$ cat config.mk
export PLATFORM = sky130hd
export DESIGN_NAME = crc32_frame_trailer_check_flat
export DESIGN_NICKNAME = d
export VERILOG_FILES = /design/src/hw/rtl/crcftc_pkg.sv /design/src/hw/rtl/crcftc_if.sv /design/src/hw/rtl/crc32_frame_trailer_check.sv /design/src/flat_wrapper.sv
export SDC_FILE = /design/constraint.sdc
export NUM_CORES = 1
export LEC_CHECK = 0
export ABC_AREA = 1
export ABC_CLOCK_PERIOD_IN_PS = 6070
export BUFFER_PORTS_ARGS = -buffer_cell sky130_fd_sc_hd__buf_4
export CORE_AREA = 2 2 159 161
export CTS_CLUSTER_DIAMETER = 30
export CTS_CLUSTER_SIZE = 20
export DETAILED_ROUTE_END_ITERATION = 12
export DIE_AREA = 0 0 161 163
export PLACE_DENSITY = 0.45
export SLEW_MARGIN = 20
export SYNTH_ARGS = -nofsm -noshare
export SYNTH_HDL_FRONTEND = slang
export SYNTH_SLANG_ARGS = --single-unit
$ cat constraint.sdc
create_clock -name clk -period 6.07 [get_ports clk]
set_input_delay 0.607 -clock clk [delete_from_list [all_inputs] [get_ports clk]]
set_output_delay 0.607 -clock clk [all_outputs]
set_load 0.02 [all_outputs]
$ cat src/hw/rtl/crcftc_pkg.sv
// Package for the CRC-32 frame trailer checker.
// Holds the CRC constants and the byte-wise CRC update; no dependencies.
`default_nettype none

package crcftc_pkg;

    localparam logic [31:0] CRC_POLY  = 32'hEDB8_8320;
    localparam logic [31:0] CRC_ONES  = 32'hFFFF_FFFF;
    localparam int          CNT_W     = 3;
    localparam logic [CNT_W-1:0] COUNT_MAX  = CNT_W'(5);
    localparam logic [CNT_W-1:0] COUNT_FULL = CNT_W'(4);
    localparam int          TRAILER_BYTES = 4;

    typedef logic [7:0]  byte_t;
    typedef logic [31:0] crc_t;

    // Reflected CRC-32, one byte in: eight shift/xor steps of plain logic.
    function automatic crc_t crc_feed_byte(input crc_t crc_in, input byte_t b);
        crc_t c;
        c = crc_in ^ {24'd0, b};
        for (int k = 0; k < 8; k++)
        begin
            if (c[0])
            begin
                c = (c >> 1) ^ CRC_POLY;
            end
            else
            begin
                c = c >> 1;
            end
        end
        return c;
    endfunction

endpackage

`default_nettype wire

$ cat src/hw/rtl/crcftc_if.sv
// Valid/ready channels of the CRC-32 frame trailer checker.
// Depends on crcftc_pkg for the payload types.
`default_nettype none

interface crcftc_in_if;
    logic                 valid;
    logic                 ready;
    crcftc_pkg::byte_t    data_byte;
    logic                 end_of_frame;

    modport source (output valid, output data_byte, output end_of_frame, input ready);
    modport sink   (input valid, input data_byte, input end_of_frame, output ready);
endinterface

interface crcftc_out_if;
    logic                 valid;
    logic                 ready;
    logic                 frame_ok;
    logic                 too_short;
    crcftc_pkg::crc_t     computed_crc;
    crcftc_pkg::crc_t     received_crc;

    modport source (output valid, output frame_ok, output too_short,
                    output computed_crc, output received_crc, input ready);
    modport sink   (input valid, input frame_ok, input too_short,
                    input computed_crc, input received_crc, output ready);
endinterface

`default_nettype wire

$ cat src/hw/rtl/crc32_frame_trailer_check.sv
// CRC-32 frame trailer checker, top level.
// Depends on crcftc_pkg and the channel interfaces in crcftc_if.sv.
//
// Usage:
//   frame  : one beat per frame byte; end_of_frame marks the last byte. The
//            last four bytes are the received CRC, most significant first.
//   result : one beat per frame, after its last byte: frame_ok, too_short,
//            computed_crc (CRC-32 over the payload) and received_crc.
//   A byte is held in an input register and then processed; the result of a
//   frame is written into the result register once its final byte moves on
//   from the input register, and is taken there when result.ready is high.
//   Throughput is one byte per cycle while no final byte waits: the byte-wise
//   CRC update is a shallow xor network from input to state registers.
//   The result register holds a result until it is taken. While it is full,
//   non-final bytes keep flowing; a final byte waits in the input register
//   until the result beat completes.
//   Reset clears the CRC to all ones, the trailer delay and the byte count;
//   the same clear happens after every final byte. Frames shorter than five
//   bytes report too_short with frame_ok low.
`default_nettype none

module crc32_frame_trailer_check (
    input  wire logic         clk,
    input  wire logic         rst_n,
    crcftc_in_if.sink         frame,
    crcftc_out_if.source      result
);
    import crcftc_pkg::*;

    // input register
    logic        s1_valid_reg;
    byte_t       s1_byte_reg;
    logic        s1_eof_reg;

    // frame state
    crc_t              crc_reg;
    crc_t              crc_next;
    byte_t             delay_reg [TRAILER_BYTES];
    logic [CNT_W-1:0]  count_reg;
    logic [CNT_W-1:0]  count_next;

    // result register
    logic        out_valid_reg;
    logic        ok_reg;
    logic        short_reg;
    crc_t        computed_reg;
    crc_t        received_reg;

    logic        s1_advance;
    logic        short_frame;
    crc_t        computed;
    crc_t        received;

    // A final byte may only move on when the result register is free or being taken.
    assign s1_advance  = s1_valid_reg && (!s1_eof_reg || !out_valid_reg || result.ready);
    assign frame.ready = !s1_valid_reg || s1_advance;

    assign short_frame = (count_reg < COUNT_FULL);
    assign crc_next    = short_frame ? crc_reg : crc_feed_byte(crc_reg, delay_reg[0]);
    assign count_next  = (count_reg < COUNT_MAX) ? count_reg + CNT_W'(1) : count_reg;
    assign computed    = crc_next ^ CRC_ONES;
    assign received    = {delay_reg[1], delay_reg[2], delay_reg[3], s1_byte_reg};

    always_ff @(posedge clk or negedge rst_n)
    begin
        if (!rst_n)
        begin
            s1_valid_reg <= 1'b0;
        end
        else if (frame.ready)
        begin
            s1_valid_reg <= frame.valid;
        end
    end

    always_ff @(posedge clk)
    begin
        if (frame.ready && frame.valid)
        begin
            s1_byte_reg <= frame.data_byte;
            s1_eof_reg  <= frame.end_of_frame;
        end
    end

    always_ff @(posedge clk or negedge rst_n)
    begin
        if (!rst_n)
        begin
            crc_reg   <= CRC_ONES;
            count_reg <= '0;
            for (int i = 0; i < TRAILER_BYTES; i++)
            begin
                delay_reg[i] <= '0;
            end
        end
        else if (s1_advance)
        begin
            if (s1_eof_reg)
            begin
                // drop all frame state after the final byte
                crc_reg   <= CRC_ONES;
                count_reg <= '0;
                for (int i = 0; i < TRAILER_BYTES; i++)
                begin
                    delay_reg[i] <= '0;
                end
            end
            else
            begin
                crc_reg   <= crc_next;
                count_reg <= count_next;
                for (int i = 0; i < TRAILER_BYTES - 1; i++)
                begin
                    delay_reg[i] <= delay_reg[i+1];
                end
                delay_reg[TRAILER_BYTES-1] <= s1_byte_reg;
            end
        end
    end

    always_ff @(posedge clk or negedge rst_n)
    begin
        if (!rst_n)
        begin
            out_valid_reg <= 1'b0;
        end
        else if (s1_advance && s1_eof_reg)
        begin
            out_valid_reg <= 1'b1;
        end
        else if (result.ready)
        begin
            out_valid_reg <= 1'b0;
        end
    end

    always_ff @(posedge clk)
    begin
        if (s1_advance && s1_eof_reg)
        begin
            ok_reg       <= !short_frame && (computed == received);
            short_reg    <= short_frame;
            computed_reg <= computed;
            received_reg <= received;
        end
    end

    assign result.valid        = out_valid_reg;
    assign result.frame_ok     = ok_reg;
    assign result.too_short    = short_reg;
    assign result.computed_crc = computed_reg;
    assign result.received_crc = received_reg;

`ifndef SYNTHESIS
    a_short_not_ok: assert property (@(posedge clk) disable iff (!rst_n)
        out_valid_reg |-> !(ok_reg && short_reg))
        else $error("short frame reported as ok");

    a_short_crc_zero: assert property (@(posedge clk) disable iff (!rst_n)
        (out_valid_reg && short_reg) |-> (computed_reg == '0))
        else $error("short frame carries a nonzero computed CRC");

    a_state_cleared: assert property (@(posedge clk) disable iff (!rst_n)
        (s1_advance && s1_eof_reg) |=> (crc_reg == CRC_ONES && count_reg == '0))
        else $error("frame state not cleared after final byte");

    a_count_sat: assert property (@(posedge clk) disable iff (!rst_n)
        count_reg <= COUNT_MAX)
        else $error("byte count beyond saturation");
`endif

endmodule

`default_nettype wire
$ cat src/flat_wrapper.sv
// flat-port wrapper written by rule: the top's interface ports become plain ports
module crc32_frame_trailer_check_flat import crcftc_pkg::*;
  (clk, rst_n, frame_valid, frame_data_byte, frame_end_of_frame, frame_ready, result_valid, result_frame_ok, result_too_short, result_computed_crc, result_received_crc, result_ready);
  crcftc_in_if frame_i ();
  crcftc_out_if result_i ();
  input  wire logic clk;
  input  wire logic rst_n;
  input wire logic [$bits(frame_i.valid)-1:0] frame_valid;
  input wire logic [$bits(frame_i.data_byte)-1:0] frame_data_byte;
  input wire logic [$bits(frame_i.end_of_frame)-1:0] frame_end_of_frame;
  output wire logic [$bits(frame_i.ready)-1:0] frame_ready;
  output wire logic [$bits(result_i.valid)-1:0] result_valid;
  output wire logic [$bits(result_i.frame_ok)-1:0] result_frame_ok;
  output wire logic [$bits(result_i.too_short)-1:0] result_too_short;
  output wire logic [$bits(result_i.computed_crc)-1:0] result_computed_crc;
  output wire logic [$bits(result_i.received_crc)-1:0] result_received_crc;
  input wire logic [$bits(result_i.ready)-1:0] result_ready;
  assign frame_i.valid = frame_valid;
  assign frame_i.data_byte = frame_data_byte;
  assign frame_i.end_of_frame = frame_end_of_frame;
  assign frame_ready = frame_i.ready;
  assign result_valid = result_i.valid;
  assign result_frame_ok = result_i.frame_ok;
  assign result_too_short = result_i.too_short;
  assign result_computed_crc = result_i.computed_crc;
  assign result_received_crc = result_i.received_crc;
  assign result_i.ready = result_ready;
  crc32_frame_trailer_check u_core (.clk(clk), .rst_n(rst_n), .frame(frame_i), .result(result_i));
endmodule
[Yosys cells after proc, flatten, opt, wreduce, memory -nomap -nowiden]
Cells that the tools add are included.
Operators by class
  add/sub/neg operators: 1
  equality and inequality tests: 1
  bitwise logic cells: 10
  reduce and logical (&&, ||, !) cells: 14
  mux-type cells: 15
  order comparisons: 2
Operators by type and width (count)
  32-bit 2-to-1 mux: 11
  13-bit inverter with 14-bit output: 8
  32-bit equality test: 1
  32-bit inverter: 1
  32-bit by 8-bit bitwise XOR with 32-bit output: 1
  3-bit less-than comparator (second input constant): 2
  3-bit 2-to-1 mux: 2
  1-bit logical AND: 4
  1-bit logical NOT: 4
  2-bit nonzero test: 2
  3-bit by 1-bit adder with 3-bit output (second input constant): 1
  1-bit logical OR: 3
  1-bit 2-to-1 mux: 2
  2-bit AND reduction: 1
Word-level totals
  word-level logic and storage cells: 57
  input port bits: 13
  register bits: 144
  output and inout port bits: 68

[Depth between registers and ports, before layout]
  depth in word-level cells: 21
  mapped depth: 19
  depth with buffers taken out: 18

[Worst setup path after synthesis]
Ideal clock, no wire load.
  path type: input to register
  from: input port result_ready
  to: register u_core.computed_reg[0], in the netlist u_core.result.computed_crc[0] (enable)
  arrival time: 2.437 ns
  required time: 5.649 ns
  cell stages on the path: 4
  setup slack: 3.212 ns
  buffers on the path: 0
  setup time: 0.421 ns
  path through: inv_1 -> a31oi_1 -> nand2_1 -> inv_1
Between the ends
  cells in the longest elaborated chain, start to end: 3
RTL lines
  start, declared: line flat_wrapper.sv:17  | input wire logic [$bits(result_i.ready)-1:0] result_ready;
  1-bit logical OR: line crc32_frame_trailer_check.sv:55  | assign s1_advance = s1_valid_reg && (!s1_eof_reg || !out_valid_reg || result.ready);
  1-bit logical AND: line crc32_frame_trailer_check.sv:55
  1-bit logical AND: line crc32_frame_trailer_check.sv:139  | if (s1_advance && s1_eof_reg)
  end signal, assigned: line crc32_frame_trailer_check.sv:143  | computed_reg <= computed;
  end, declared: line crc32_frame_trailer_check.sv:46  | crc_t computed_reg;
Every way passes these cells.
A chain may end at the register's enable or synchronous reset.

[Worst setup path after layout]
  from: register u_core.s1_eof_reg
  to: register u_core.computed_reg[17], in the netlist u_core.result.computed_crc[17] (enable)
Between the ends
  cells in the longest elaborated chain, start to end: 5
RTL lines
  start, declared: line crc32_frame_trailer_check.sv:33  | logic s1_eof_reg;
  start signal, assigned: line crc32_frame_trailer_check.sv:81  | s1_eof_reg <= frame.end_of_frame;
  1-bit logical NOT: line crc32_frame_trailer_check.sv:55
  1-bit logical OR (2 in a row): line crc32_frame_trailer_check.sv:55
  1-bit logical AND: line crc32_frame_trailer_check.sv:55
  1-bit logical AND *: line crc32_frame_trailer_check.sv:139
Mark *: on every way between the ends. The rest lies on a longest branch, timed or not.

==> impl_metrics.ini <==
[clock_tree]
cts_resized = 0
cts_sinks = 144
clk_path_buf_depth = 2
postCtsSetupRepairBufs = 0
cts_buffers = 17
tritoncts = done
cts_root_buf = clkbuf_16
clkLatencyLatePin_ns = 0.43
ctsHoldBuffers = 0
htree_levels = 4
clk_pin_slew_ns = 0.06

[outcome]
run_status = finished, final reports clean

[setup_path]
cpMostUsedCell = buf_4
critPathSlowestCell = inv_2
worst-path-buf-inv = 3
crit_path_max_incr_delay_ns = 0.53
required_ns = 6.14
critical_path_arrival_ns = 2.82
crit_type = reg2reg
crit_path_end_kind = register
cp_max_fo = 36
start_kind = register
cp_top_family = buffers and inverters
ff2ff_setup_slack_ns = 3.32
crit_chain = a31oi_4 -> buf_4 -> nand2_1 -> inv_2 -> buf_4

[yosys]
syn-num-nets = 859
synth.distinct_cells = 28
synth-seq-cells = 144
yosysMostFrequentCell = nand2_1
syn_area_per_cell_um2 = 8.57
synth_top_area_share_pct = 31.1
synth-edff-count = 75
yosysTopAreaCell = edfxtp_1
synth-async-reset-ratio_pct = 47.9
syn_inst = 845
ys_dominant_reg_cell = edfxtp_1
ys_warn_count = 0
synthTopCellsByCount = nand2_1, inv_1, nand3_1, edfxtp_1, dfrtp_1
syn-cell-area_mm2 = 0.00724
synth.top_cells.by_area = edfxtp_1, nand2_1, dfrtp_1
synth_seq_area_share_pct = 55.5

[route]
drt_wl_total_mm = 22.1
vias = 5980
drt-wirelength-per-cell_um = 17.4
viasPerCell = 4.70
dr.pass1.iters = 5
ant_nets = 0
drc_errors = 0
drt_iter0_markers = 334

[finish]
drive_above_1_share_pct = 21.7
final_nets = 944
diodes = 0
area_growth_pct = 22.2
final_util_pct = 35.9

[pwr]
clkPwrFrac_pct = 30.2
internal_power_w = 0.00230
comb_power_share_pct = 35.0
ir_worst_vdd_mv = 0.176
p_seq_share_pct = 34.8
power_switching_w = 0.00140
p_leak_nw = 4.31
swShare_pct = 37.8
cellPowerDensity_mw_per_mm2 = 418

[global_route]
overflow = 0
grt_pass1_wl_mm = 34.2
grt_max_degree = 70
grt.total_usage_pct = 17.5
grt_pass1_vias = 5793
antenna_found_initial = 1

[sta]
slew_headroom_pct = 35.7
fin_skew_ns = 0.00633
hold_violations = 0
finalCriticalPeriod_ns = 2.75
clock.fmax_mhz = 363
rsz0062_at_grt = no
period_share_pct = 45.4
drv_slew = 0
fin_setup_tns_ns = 0
setup_viol = 0
tightest_slew_ns = 0.965

[placed_design]
dp_hpwl_mm = 15.6
gp_congestion = 0.821
port_buffers = 80

[run]
max-cap-violations = 0

[floorplan]
io_pins = 81
fp.dieW_um = 161
design.die.area_mm2 = 0.0262
std_cell_rows = 58
die_h_um = 163
start_util_pct = 29.4
coreArea_mm2 = 0.0247

[min_path]
hold_class = in2async
## area by class of cell
type / count / area, µm²
clock buffers: 21 / 450
clock inverters: 11 / 165
fillers: 2603 / 15800
inverters: 102 / 383
multi-input cells: 578 / 2770
flip-flops and latches: 144 / 4020
well taps: 330 / 413
repair buffers: 87 / 653
## layout by cell type, fill, tap and decap left out, types with 17 or more instances in the layout
cell type / count
a22oi_1: 31
buf_4: 87
clkbuf_16: 17
dfrtp_1: 37
dfstp_2: 32
edfxtp_1: 75
inv_1: 91
nand2_1: 331
nand2_2: 31
nand3_1: 87
nor2_1: 23
o22ai_1: 31
## logic make-up (layout without fill, tap and decap cells)
family	after synthesis	after routing	share of synthesized area, %
AO/OA/AOI/OAI	73	73	6.82
XOR/XNOR	14	14	1.80
adder cells (fa/ha/maj)	1	1	0.173
buffers and inverters	123	221	6.55
flip-flops	144	144	55.5
AND/OR/NAND/NOR	490	490	29.2
## power by group through the flow
stage	Sequential [W]	Combinational, W	Clock [W]
floorplan	0.00134	0.000861	0
global placement	0.00131	0.00130	0
detailed placement	0.00131	0.00130	0
CTS	0.00129	0.00131	0.00114
global route	0.00130	0.00147	0.00118
finish	0.00129	0.00130	0.00112
## metrics by stage
stage	instances	setup slack (ns)	instance area [µm²]	hold slack, ns	total power (W)
floorplan	845	3.21	7240	0.311	0.00220
global placement	1241	3.08	8230	0.430	0.00260
detailed placement	1241	3.03	8230	0.430	0.00260
CTS	1273	3.23	8850	0.334	0.00374
global route	1273	3.02	8850	0.334	0.00395
finish	1273	3.32	8850	0.329	0.00370
## path summary, 6_finish.rpt
path,startpoint,end,cells after the start
setup / recovery,u_core.s1_eof_reg,u_core.result.computed_crc[17],5
hold / removal,rst_n,u_core.count_reg[1],1
setup reg to reg,u_core.s1_eof_reg,u_core.result.computed_crc[17],5
hold reg to reg,u_core.delay_reg[9],u_core.result.received_crc[17],0
max in group asynchronous,rst_n,u_core.delay_reg[7],1
min in group clk,frame_data_byte[2],u_core.s1_byte_reg[2],1
## metal layers
layer  up-vias  share of wire [%]  global-route usage (%)
li1       2942                  -                       -
met1      2846                 46                    23.7
met2       167                 47                    28.4
met3        23                4.9                    3.23
met4         2                1.6                    5.56
met5         -              0.059                       0
No activity file was read; power rests on OpenSTA's default activity.
